<file path="src/rtl/wang_tile_lightness_placer_unit_defines.svh">
// ----------------------------------------------------------------------------
// Wang tile lightness placer - assertion macros
// Shared concurrent assertion forms, clocked on clk and held off during rst.
// ----------------------------------------------------------------------------
`ifndef WANG_TILE_LIGHTNESS_PLACER_UNIT_DEFINES_SVH
`define WANG_TILE_LIGHTNESS_PLACER_UNIT_DEFINES_SVH

// Same-cycle implication.
`define WTLP_ASSERT_NOW(label, ante, cons, msg) \
  label: assert property (@(posedge clk) disable iff (rst) (ante) |-> (cons)) \
    else $error(msg);

// Next-cycle implication.
`define WTLP_ASSERT_NEXT(label, ante, cons, msg) \
  label: assert property (@(posedge clk) disable iff (rst) (ante) |=> (cons)) \
    else $error(msg);

`endif

</file>
<file path="src/rtl/wtlp_pkg.sv">
// ----------------------------------------------------------------------------
// Wang tile lightness placer - package
// Widths, command and register codes, and the distance unit result type.
// ----------------------------------------------------------------------------
`default_nettype none

package wtlp_pkg;

  localparam int MAX_TILES      = 16;
  localparam int TILE_BITS      = $clog2(MAX_TILES);
  localparam int TILE_CNT_BITS  = $clog2(MAX_TILES + 1);
  localparam int MAX_ROW_CELLS  = 256;
  localparam int COL_BITS       = $clog2(MAX_ROW_CELLS);
  localparam int ROW_CELL_BITS  = $clog2(MAX_ROW_CELLS + 1);
  localparam int ROW_BITS       = 16;
  localparam int CODE_BITS      = 4;
  localparam int EDGE_BITS      = 4 * CODE_BITS;
  localparam int LIGHT_BITS     = 16;
  localparam int CMD_BITS       = 2;
  localparam int CFG_INDEX_BITS = 2;
  localparam int CFG_DATA_BITS  = 16;

  // commands
  localparam logic [CMD_BITS-1:0] CMD_LOAD    = 2'd0;
  localparam logic [CMD_BITS-1:0] CMD_PLACE   = 2'd1;
  localparam logic [CMD_BITS-1:0] CMD_RESTART = 2'd2;

  // configuration register indexes
  localparam logic [CFG_INDEX_BITS-1:0] CFG_TILES_IN_USE  = 2'd0;
  localparam logic [CFG_INDEX_BITS-1:0] CFG_TILES_PER_ROW = 2'd1;
  localparam logic [CFG_INDEX_BITS-1:0] CFG_ROWS_PER_GRID = 2'd2;

  // edge code fields within a packed table entry
  localparam int FIELD_LEFT  = 0;
  localparam int FIELD_RIGHT = 1;
  localparam int FIELD_PREV  = 2;
  localparam int FIELD_NEXT  = 3;

  typedef struct packed {
    logic [LIGHT_BITS-1:0] gap;
    logic                  closer;
  } dist_res_t;

endpackage

`default_nettype wire

</file>
<file path="src/rtl/wtlp_dist_unit.sv">
// ----------------------------------------------------------------------------
// Wang tile lightness placer - distance unit
// Absolute lightness difference and compare against the running best.
// ----------------------------------------------------------------------------
`default_nettype none

module wtlp_dist_unit (
  input  logic [wtlp_pkg::LIGHT_BITS-1:0] target,
  input  logic [wtlp_pkg::LIGHT_BITS-1:0] light,
  input  logic [wtlp_pkg::LIGHT_BITS-1:0] best_dist,
  input  logic                            found,
  output wtlp_pkg::dist_res_t             res
);

  logic [wtlp_pkg::LIGHT_BITS-1:0] diff;

  assign diff       = (target >= light) ? (target - light) : (light - target);
  // strict less-than keeps the lowest index on a tie
  assign res.gap    = diff;
  assign res.closer = !found || (diff < best_dist);

endmodule

`default_nettype wire

</file>
<file path="src/rtl/wang_tile_lightness_placer_unit.sv">
// ----------------------------------------------------------------------------
// Wang tile lightness placer - top level
// Raster-order Wang tile placement: per cell, picks the edge-compatible tile
// whose mean lightness is closest to the target.
// ----------------------------------------------------------------------------
//
//  channel  | handshake                | payload
//  ---------+--------------------------+--------------------------------------
//  input    | in_valid / in_ready      | command, tile_index, code_*_edge,
//           |                          | tile_lightness, target_lightness
//  output   | out_valid / out_ready    | tile_choice, no_match, row_end,
//           |                          | grid_end
//  config   | cfg_write_en             | cfg_index, cfg_wdata
//
//  Load, restart and unknown transactions complete in the accept cycle.
//  A place transaction passes through the neighbour fetches, the candidate
//  scan and write-back before the next accept: the tile table has one read
//  port, read once for each neighbour's codes and once per candidate by the
//  shared distance unit.
//  Synchronous active-high reset; tables and line buffer hold garbage until
//  loaded, position and left choice clear to zero, no clearing pass.
//  A finished result sits in the output register; a following transaction is
//  accepted meanwhile and only stalls at its own write-back if still occupied.
// ----------------------------------------------------------------------------
`default_nettype none

module wang_tile_lightness_placer_unit (
  input  logic                                clk,
  input  logic                                rst,
  // input channel
  input  logic                                in_valid,
  output logic                                in_ready,
  input  logic [wtlp_pkg::CMD_BITS-1:0]       command,
  input  logic [wtlp_pkg::TILE_BITS-1:0]      tile_index,
  input  logic [wtlp_pkg::CODE_BITS-1:0]      code_left_edge,
  input  logic [wtlp_pkg::CODE_BITS-1:0]      code_right_edge,
  input  logic [wtlp_pkg::CODE_BITS-1:0]      code_prev_row_edge,
  input  logic [wtlp_pkg::CODE_BITS-1:0]      code_next_row_edge,
  input  logic [wtlp_pkg::LIGHT_BITS-1:0]     tile_lightness,
  input  logic [wtlp_pkg::LIGHT_BITS-1:0]     target_lightness,
  // output channel
  output logic                                out_valid,
  input  logic                                out_ready,
  output logic [wtlp_pkg::TILE_BITS-1:0]      tile_choice,
  output logic                                no_match,
  output logic                                row_end,
  output logic                                grid_end,
  // configuration
  input  logic                                cfg_write_en,
  input  logic [wtlp_pkg::CFG_INDEX_BITS-1:0] cfg_index,
  input  logic [wtlp_pkg::CFG_DATA_BITS-1:0]  cfg_wdata
);

  `include "wang_tile_lightness_placer_unit_defines.svh"

  localparam int CB = wtlp_pkg::CODE_BITS;

  // sequencer states
  localparam logic [2:0] S_IDLE  = 3'd0; // accepting
  localparam logic [2:0] S_NEIGH = 3'd1; // left tile codes and line buffer back
  localparam logic [2:0] S_PREV  = 3'd2; // above tile codes back, first fetch
  localparam logic [2:0] S_SCAN  = 3'd3; // one candidate per cycle
  localparam logic [2:0] S_DONE  = 3'd4; // write-back and result

  logic [2:0] state;

  // configuration registers
  logic [wtlp_pkg::TILE_CNT_BITS-1:0] tiles_in_use;
  logic [wtlp_pkg::ROW_CELL_BITS-1:0] tiles_per_row;
  logic [wtlp_pkg::ROW_BITS-1:0]      rows_per_grid;

  // position and left neighbour
  logic [wtlp_pkg::COL_BITS-1:0]  column_position;
  logic [wtlp_pkg::ROW_BITS-1:0]  row_position;
  logic [wtlp_pkg::TILE_BITS-1:0] left_choice;

  // tile table and line buffer
  logic [wtlp_pkg::EDGE_BITS-1:0]  edge_code_table [wtlp_pkg::MAX_TILES];
  logic [wtlp_pkg::LIGHT_BITS-1:0] lightness_table [wtlp_pkg::MAX_TILES];
  logic [wtlp_pkg::TILE_BITS-1:0]  previous_row_choices [wtlp_pkg::MAX_ROW_CELLS];

  logic [wtlp_pkg::TILE_BITS-1:0]  tbl_raddr;
  logic [wtlp_pkg::EDGE_BITS-1:0]  tbl_edge;
  logic [wtlp_pkg::LIGHT_BITS-1:0] tbl_light;
  logic [wtlp_pkg::TILE_BITS-1:0]  lb_rdata;

  // per-cell working state
  logic [wtlp_pkg::LIGHT_BITS-1:0]    target;
  logic                               col_nz;
  logic                               row_nz;
  logic [CB-1:0]                      want_left;
  logic [CB-1:0]                      want_prev;
  logic [wtlp_pkg::TILE_CNT_BITS-1:0] cnt;
  logic                               pend;
  logic [wtlp_pkg::TILE_BITS-1:0]     pend_idx;
  logic                               found;
  logic [wtlp_pkg::TILE_BITS-1:0]     best;
  logic [wtlp_pkg::LIGHT_BITS-1:0]    best_dist;

  // derived limits
  logic [wtlp_pkg::TILE_CNT_BITS-1:0] n_tiles;
  logic [wtlp_pkg::ROW_CELL_BITS-1:0] width;
  logic [wtlp_pkg::ROW_BITS-1:0]      height;
  logic                               cell_row_end;
  logic                               cell_grid_end;

  logic in_fire;
  logic out_busy;
  logic issue;
  logic cand_match;
  wtlp_pkg::dist_res_t dres;

  assign in_ready = (state == S_IDLE);
  assign in_fire  = in_valid && in_ready;
  assign out_busy = out_valid && !out_ready;

  assign n_tiles = (tiles_in_use > wtlp_pkg::TILE_CNT_BITS'(wtlp_pkg::MAX_TILES))
                   ? wtlp_pkg::TILE_CNT_BITS'(wtlp_pkg::MAX_TILES) : tiles_in_use;
  always_comb begin
    if (tiles_per_row == '0) begin
      width = wtlp_pkg::ROW_CELL_BITS'(1);
    end else if (tiles_per_row > wtlp_pkg::ROW_CELL_BITS'(wtlp_pkg::MAX_ROW_CELLS)) begin
      width = wtlp_pkg::ROW_CELL_BITS'(wtlp_pkg::MAX_ROW_CELLS);
    end else begin
      width = tiles_per_row;
    end
  end
  assign height = (rows_per_grid == '0) ? wtlp_pkg::ROW_BITS'(1) : rows_per_grid;

  // a position past a shrunken size counts as the last cell
  assign cell_row_end  = ({1'b0, column_position} + wtlp_pkg::ROW_CELL_BITS'(1)) >= width;
  assign cell_grid_end = cell_row_end &&
                         (({1'b0, row_position} + 17'd1) >= {1'b0, height});

  // one fetch per scan cycle while candidates remain
  assign issue = ((state == S_PREV) || (state == S_SCAN)) && (cnt < n_tiles);

  // table read address: left neighbour, then above neighbour, then candidates
  always_comb begin
    unique case (state)
      S_IDLE:  tbl_raddr = left_choice;
      S_NEIGH: tbl_raddr = lb_rdata;
      default: tbl_raddr = cnt[wtlp_pkg::TILE_BITS-1:0];
    endcase
  end

  // edge compatibility of the candidate whose entry is back this cycle
  assign cand_match =
    (!col_nz || (tbl_edge[wtlp_pkg::FIELD_LEFT*CB +: CB] == want_left)) &&
    (!row_nz || (tbl_edge[wtlp_pkg::FIELD_PREV*CB +: CB] == want_prev));

  wtlp_dist_unit u_dist (
    .target    (target),
    .light     (tbl_light),
    .best_dist (best_dist),
    .found     (found),
    .res       (dres)
  );

  // tile table: written by load transactions, one registered read port
  always_ff @(posedge clk) begin
    if (in_fire && (command == wtlp_pkg::CMD_LOAD)) begin
      edge_code_table[tile_index] <= {code_next_row_edge, code_prev_row_edge,
                                      code_right_edge, code_left_edge};
      lightness_table[tile_index] <= tile_lightness;
    end
    tbl_edge  <= edge_code_table[tbl_raddr];
    tbl_light <= lightness_table[tbl_raddr];
  end

  // line buffer of the row above, indexed by column
  always_ff @(posedge clk) begin
    if ((state == S_DONE) && !out_busy) begin
      previous_row_choices[column_position] <= best;
    end
    lb_rdata <= previous_row_choices[column_position];
  end

  // control
  always_ff @(posedge clk) begin
    if (rst) begin
      state           <= S_IDLE;
      out_valid       <= 1'b0;
      column_position <= '0;
      row_position    <= '0;
      left_choice     <= '0;
      tiles_in_use    <= wtlp_pkg::TILE_CNT_BITS'(16);
      tiles_per_row   <= wtlp_pkg::ROW_CELL_BITS'(256);
      rows_per_grid   <= wtlp_pkg::ROW_BITS'(256);
      cnt             <= '0;
      pend            <= 1'b0;
    end else begin
      if (cfg_write_en) begin
        unique case (cfg_index)
          wtlp_pkg::CFG_TILES_IN_USE:
            tiles_in_use <= cfg_wdata[wtlp_pkg::TILE_CNT_BITS-1:0];
          wtlp_pkg::CFG_TILES_PER_ROW:
            tiles_per_row <= cfg_wdata[wtlp_pkg::ROW_CELL_BITS-1:0];
          wtlp_pkg::CFG_ROWS_PER_GRID:
            rows_per_grid <= cfg_wdata[wtlp_pkg::ROW_BITS-1:0];
          default: ;
        endcase
      end

      // write-back refills the output register itself
      if (out_valid && out_ready && (state != S_DONE)) begin
        out_valid <= 1'b0;
      end

      unique case (state)
        S_IDLE: begin
          if (in_fire) begin
            if (command == wtlp_pkg::CMD_PLACE) begin
              state <= S_NEIGH;
            end else if (command == wtlp_pkg::CMD_RESTART) begin
              column_position <= '0;
              row_position    <= '0;
            end
          end
        end
        S_NEIGH: begin
          cnt   <= '0;
          state <= S_PREV;
        end
        S_PREV, S_SCAN: begin
          pend <= issue;
          if (issue) begin
            cnt <= cnt + wtlp_pkg::TILE_CNT_BITS'(1);
          end
          if ((state == S_SCAN) && !issue) begin
            state <= S_DONE;
          end else begin
            state <= S_SCAN;
          end
        end
        S_DONE: begin
          if (!out_busy) begin
            out_valid   <= 1'b1;
            left_choice <= best;
            if (cell_row_end) begin
              column_position <= '0;
              row_position    <= cell_grid_end ? '0
                                 : row_position + wtlp_pkg::ROW_BITS'(1);
            end else begin
              column_position <= column_position + wtlp_pkg::COL_BITS'(1);
            end
            state <= S_IDLE;
          end
        end
        default: state <= S_IDLE;
      endcase
    end
  end

  // datapath
  always_ff @(posedge clk) begin
    if (issue) begin
      pend_idx <= cnt[wtlp_pkg::TILE_BITS-1:0];
    end
    unique case (state)
      S_IDLE: begin
        if (in_fire) begin
          target    <= target_lightness;
          col_nz    <= (column_position != '0);
          row_nz    <= (row_position != '0);
          found     <= 1'b0;
          best      <= '0;
          best_dist <= '0;
        end
      end
      S_NEIGH: want_left <= tbl_edge[wtlp_pkg::FIELD_RIGHT*CB +: CB];
      S_PREV:  want_prev <= tbl_edge[wtlp_pkg::FIELD_NEXT*CB +: CB];
      S_SCAN: begin
        if (pend && cand_match && dres.closer) begin
          found     <= 1'b1;
          best      <= pend_idx;
          best_dist <= dres.gap;
        end
      end
      S_DONE: begin
        if (!out_busy) begin
          tile_choice <= best;
          no_match    <= !found;
          row_end     <= cell_row_end;
          grid_end    <= cell_grid_end;
        end
      end
      default: ;
    endcase
  end

  // checks
  `WTLP_ASSERT_NOW(a_nomatch_tile0, out_valid && no_match, tile_choice == '0,
                   "no_match result with non-zero tile")
  `WTLP_ASSERT_NOW(a_grid_implies_row, out_valid && grid_end, row_end,
                   "grid_end without row_end")
  `WTLP_ASSERT_NOW(a_best_in_range, (state == S_DONE) && found, best < n_tiles,
                   "chosen tile outside tiles in use")
  `WTLP_ASSERT_NEXT(a_done_returns, (state == S_DONE) && !out_busy,
                    in_ready && out_valid, "write-back did not publish result")

endmodule

`default_nettype wire

</file>
<file path="config.mk">
export PLATFORM = sky130hd
export DESIGN_NAME = wang_tile_lightness_placer_unit
export DESIGN_NICKNAME = d
export VERILOG_FILES = /design/src/rtl/wtlp_pkg.sv /design/src/rtl/wtlp_dist_unit.sv /design/src/rtl/wang_tile_lightness_placer_unit.sv
export VERILOG_INCLUDE_DIRS = /design/src /design/src/rtl
export SDC_FILE = /design/constraint.sdc
export NUM_CORES = 2
export LEC_CHECK = 0
export BUFFER_PORTS_ARGS = -buffer_cell sky130_fd_sc_hd__buf_2
export CORE_ASPECT_RATIO = 1.75
export CORE_MARGIN = 2
export CORE_UTILIZATION = 40
export DETAILED_ROUTE_END_ITERATION = 8
export GPL_TIMING_DRIVEN = 1
export PLACE_DENSITY = 0.57
export SLEW_MARGIN = 5
export SYNTH_ARGS = -nofsm -noshare
export SYNTH_HDL_FRONTEND = slang
export SYNTH_SLANG_ARGS = --single-unit
</file>
<file path="constraint.sdc">
create_clock -name clk -period 7.3 [get_ports clk]
set_input_delay 0 -clock clk [delete_from_list [all_inputs] [get_ports clk]]
set_output_delay 0 -clock clk [all_outputs]
set_load 0.01 [all_outputs]
</file>
==> results.yml <==
die:
  io_pins: 86
  core_area_mm2: 0.1710
  dieArea_mm2: 0.1755
  die_h_um: 552.6
  die_x_um: 317.5
  fp-row-count: 201
  initial_utilization_pct: 40.23
setup_path:
  crit_path_end_kind: "register"
  required_ns: 7.67
  critPathSlowestCell: "o21ai_2"
  cp.buffers_inverters: 0
  start_kind: "register"
  path_cells: "ha_1 -> nand4_1 -> or4_1 -> o211a_2 -> nand2_1 -> mux2i_1 -> xor2_1 -> ha_1 -> a21o_1 -> a21o_1 -> a21oi_1 -> o211ai_1 -> o211ai_1 -> a21oi_1 -> o21ai_2"
  slowest_delay_ns: 0.82
  crit_family: "compound AO/OA/AOI/OAI gates"
  critical_path_arrival_ns: 5.85
  cp_max_fo: 23
  critPathKind: "register to register"
synthesis:
  synthSimpleGateAreaFrac_pct: 5.377
  synthXorXnorAreaFrac_pct: 0.5347
  synth_seq_cells: 1698
  synth-compound-area-share_pct: 3.679
  async_flop_share_pct: 0
  ys_warn_count: 0
  synth_fa_ha_area_share_pct: 1.549
  muxShareOfSynthArea_pct: 14.39
  avgSynthCellArea_um2: 17.97
  ys.flop_type: "edfxtp_1"
  seq_area_frac_synth_pct: 72.60
  syn_inst: 3829
  synth_edf_count: 1594
  netlist_area_mm2: 0.06880
  synth_nets: 3990
  synth_top_family_by_area: "multiplexers"
  ys_types: 78
global_routing:
  grt_first_pass_wirelength_um: 259500
  overflow: 0
  grt_pass1_vias: 37840
  grt_max_degree: 205
  gr-usage-all-layers_pct: 20.23
  antenna_found_initial: 7
clock_network:
  clkTransAtPathRegs_ns: 0.07
  clockBufferDepth: 4
  cts-root-buf: "clkbuf_16"
  cts.sinks: 1698
  h-tree-depth: 4
  cts_tree: "yes"
  cts_buffers: 159
  clk_latency_ns: 0.82
  post_cts_buffers: 0
detailed_routing:
  wire_per_inst_um: 27.97
  drt_iter0_drc: 2838
  drc_errors: 0
  drtAntennaViolNets: 0
  first_pass_iters: 6
  viasPerCell: 5.589
  drt-total-wl_um: 179200
  vias: 35800
sta:
  setup_tns_ns: 0
  max_slew.worst_pin.slew_ns: 1.488
  slew_headroom_pct: 0.7819
  skew_ns: 0.07226
  whs_ns: 0.03309
  setup-violations-final: 0
  min_period_ns: 5.477
  period_share_pct: 75.03
  rsz0062_at_grt: "false"
  finalMaxSlewViolations: 0
  fmax_mhz: 182.6
  hold_violations: 0
pwr:
  power_density_mw_per_mm2: 278.8
  peakVddDrop_v: 0.0002224
  p_leak_uw: 0.02478
worst_hold_path:
  hold_class: "input port to register"
placed_design:
  portBuffers: 85
  place_congestion: 0.8683
  place_hpwl_um: 112300
finish:
  fillers: 14740
  multi_input_area_mm2: 0.01777
  largest_reg_flops: 1024
  fin_nets: 4198
  largestRegisters: "previous_row_choices: 1024 flops, edge_code_table: 256 flops, lightness_table: 256 flops"
  drive_gt1_share_pct: 19.85
  regMostFlops: "previous_row_choices"
  synthToLayoutAreaGrowth_pct: 13.66
  register_area_mm2: 0.04996
flow_run:
  cap_viol_max_count: 0
status:
  status: "finished clean"
==> path summary, 6_finish.rpt <==
path,start,end,slack [ns],cells after the start
worst min register to register,tbl_edge[14],want_prev[2],0.41,0
worst min-delay path,target_lightness[13],target[13],0.03,2
worst max register to register,target[12],best_dist[3],1.82,15
worst max-delay path,target[12],best_dist[3],1.82,15
==> cell families (layout without fill, tap and decap cells) <==
logic type      Yosys count  after routing
mux                     514            514
buf+inv                 306            634
xor+xnor                 42             42
fa+ha+maj                84             84
simple gates            804            804
other cells               0             15
flops                  1698           1698
compound gates          381            381
==> metrics by stage <==
step / utilization [%] / cell area, µm² / std cells / worst slack [ns] / total power [µW]
finish: 45.73 / 78200 / 6405 / 1.823 / 21800
CTS: 45.71 / 78170 / 6390 / 1.857 / 21990
global placement: 42.10 / 72000 / 6009 / 1.967 / 13600
floorplan: - / 68800 / 3829 / 1.983 / 12880
detailed placement: 42.10 / 72000 / 6009 / 1.903 / 13630
global route: 45.73 / 78200 / 6403 / 1.486 / 22520
==> where the power goes <==
part           leakage (µW)  switching, µW  internal (µW)
Sequential           0.0153           81.4          10900
Clock               0.00251           3600           4770
Combinational       0.00699           1490            947
==> Yosys cell counts (19+ instances only) <==
cell type	count	area (µm²)
nand4_1	24	150.1
a21oi_1	123	615.6
clkbuf_1	123	461.7
nand3_1	50	250.2
xnor2_1	23	201.4
and2_1	21	131.4
dfxtp_1	104	2082
o21ai_0	33	165.2
edfxtp_1	1594	47870
nand2_1	172	645.6
nor2b_1	48	300.3
mux4_2	380	8558
a211oi_1	43	322.8
a22oi_1	31	232.7
ha_1	82	1026
nor3_1	38	190.2
buf_2	58	290.3
mux2i_1	133	1331
nand2b_1	23	143.9
nor2_1	349	1310
buf_1	23	86.33
xor2_1	19	166.4
inv_1	84	315.3
==> per-layer routing <==
layer | GRT usage (%) | vias to the layer above | part of all wire (%)
li1 | - | 15680 | -
met1 | 21.96 | 18740 | 35
met2 | 38.77 | 1035 | 56
met3 | 2.381 | 340 | 4.3
met4 | 9.614 | 2 | 5.0
met5 | 0 | - | 0.0067
==> cell usage in the layout, fill, tap and decap left out, types with 11 or more instances in the layout <==
cell	n
buf_2	85
clkbuf_16	164
nand2_2	11
clkbuf_1	31
xnor2_1	23
nor2b_1	47
nand3_1	49
o221ai_1	11
nor4_1	11
xor2_1	19
dlygate4sd3_1	100
ha_1	82
edfxtp_1	1594
mux2i_1	133
o211ai_1	13
nand4_1	24
nand2b_1	23
inv_1	84
nand3b_1	17
clkinv_2	23
nor3_1	34
a31oi_1	12
buf_4	72
dfxtp_1	100
and2_1	21
mux4_2	380
a22oi_1	31
nor2_4	12
bufinv_16	16
nand2_1	161
nor2_1	337
o21ai_0	31
a21o_1	18
diode_2	15
clkinv_1	27
a221oi_1	11
a21oi_1	123
a211oi_1	43
==> worst reg2reg max path: stages, from the launching register on <==
cell,delay [ns]
edfxtp_1,0.39
ha_1,0.53
nand4_1,0.25
or4_1,0.59
o211a_2,0.17
nand2_1,0.62
mux2i_1,0.30
xor2_1,0.28
ha_1,0.30
a21o_1,0.16
a21o_1,0.17
a21oi_1,0.14
o211ai_1,0.11
o211ai_1,0.13
a21oi_1,0.12
o21ai_2,0.82
==> area by class of cell <==
class	instances	share of cell area (%)
diodes	15	0.04800
clock buffers	203	5.537
clock inverters	78	1.064
inverters	87	0.4192
multi-input cells	1825	22.73
flip-flops and latches	1698	63.89
well taps	2233	3.573
repair buffers	266	2.745
==> timing repair <==
| item | 4_1_cts | 5_1_grt |
|---|---|---|
| hold buffers | 100 | 0 |
| gates resized for setup | 0 | 0 |
| endpoints found under the hold margin | 657 | 0 |
Power figures use the tool's default switching activity.
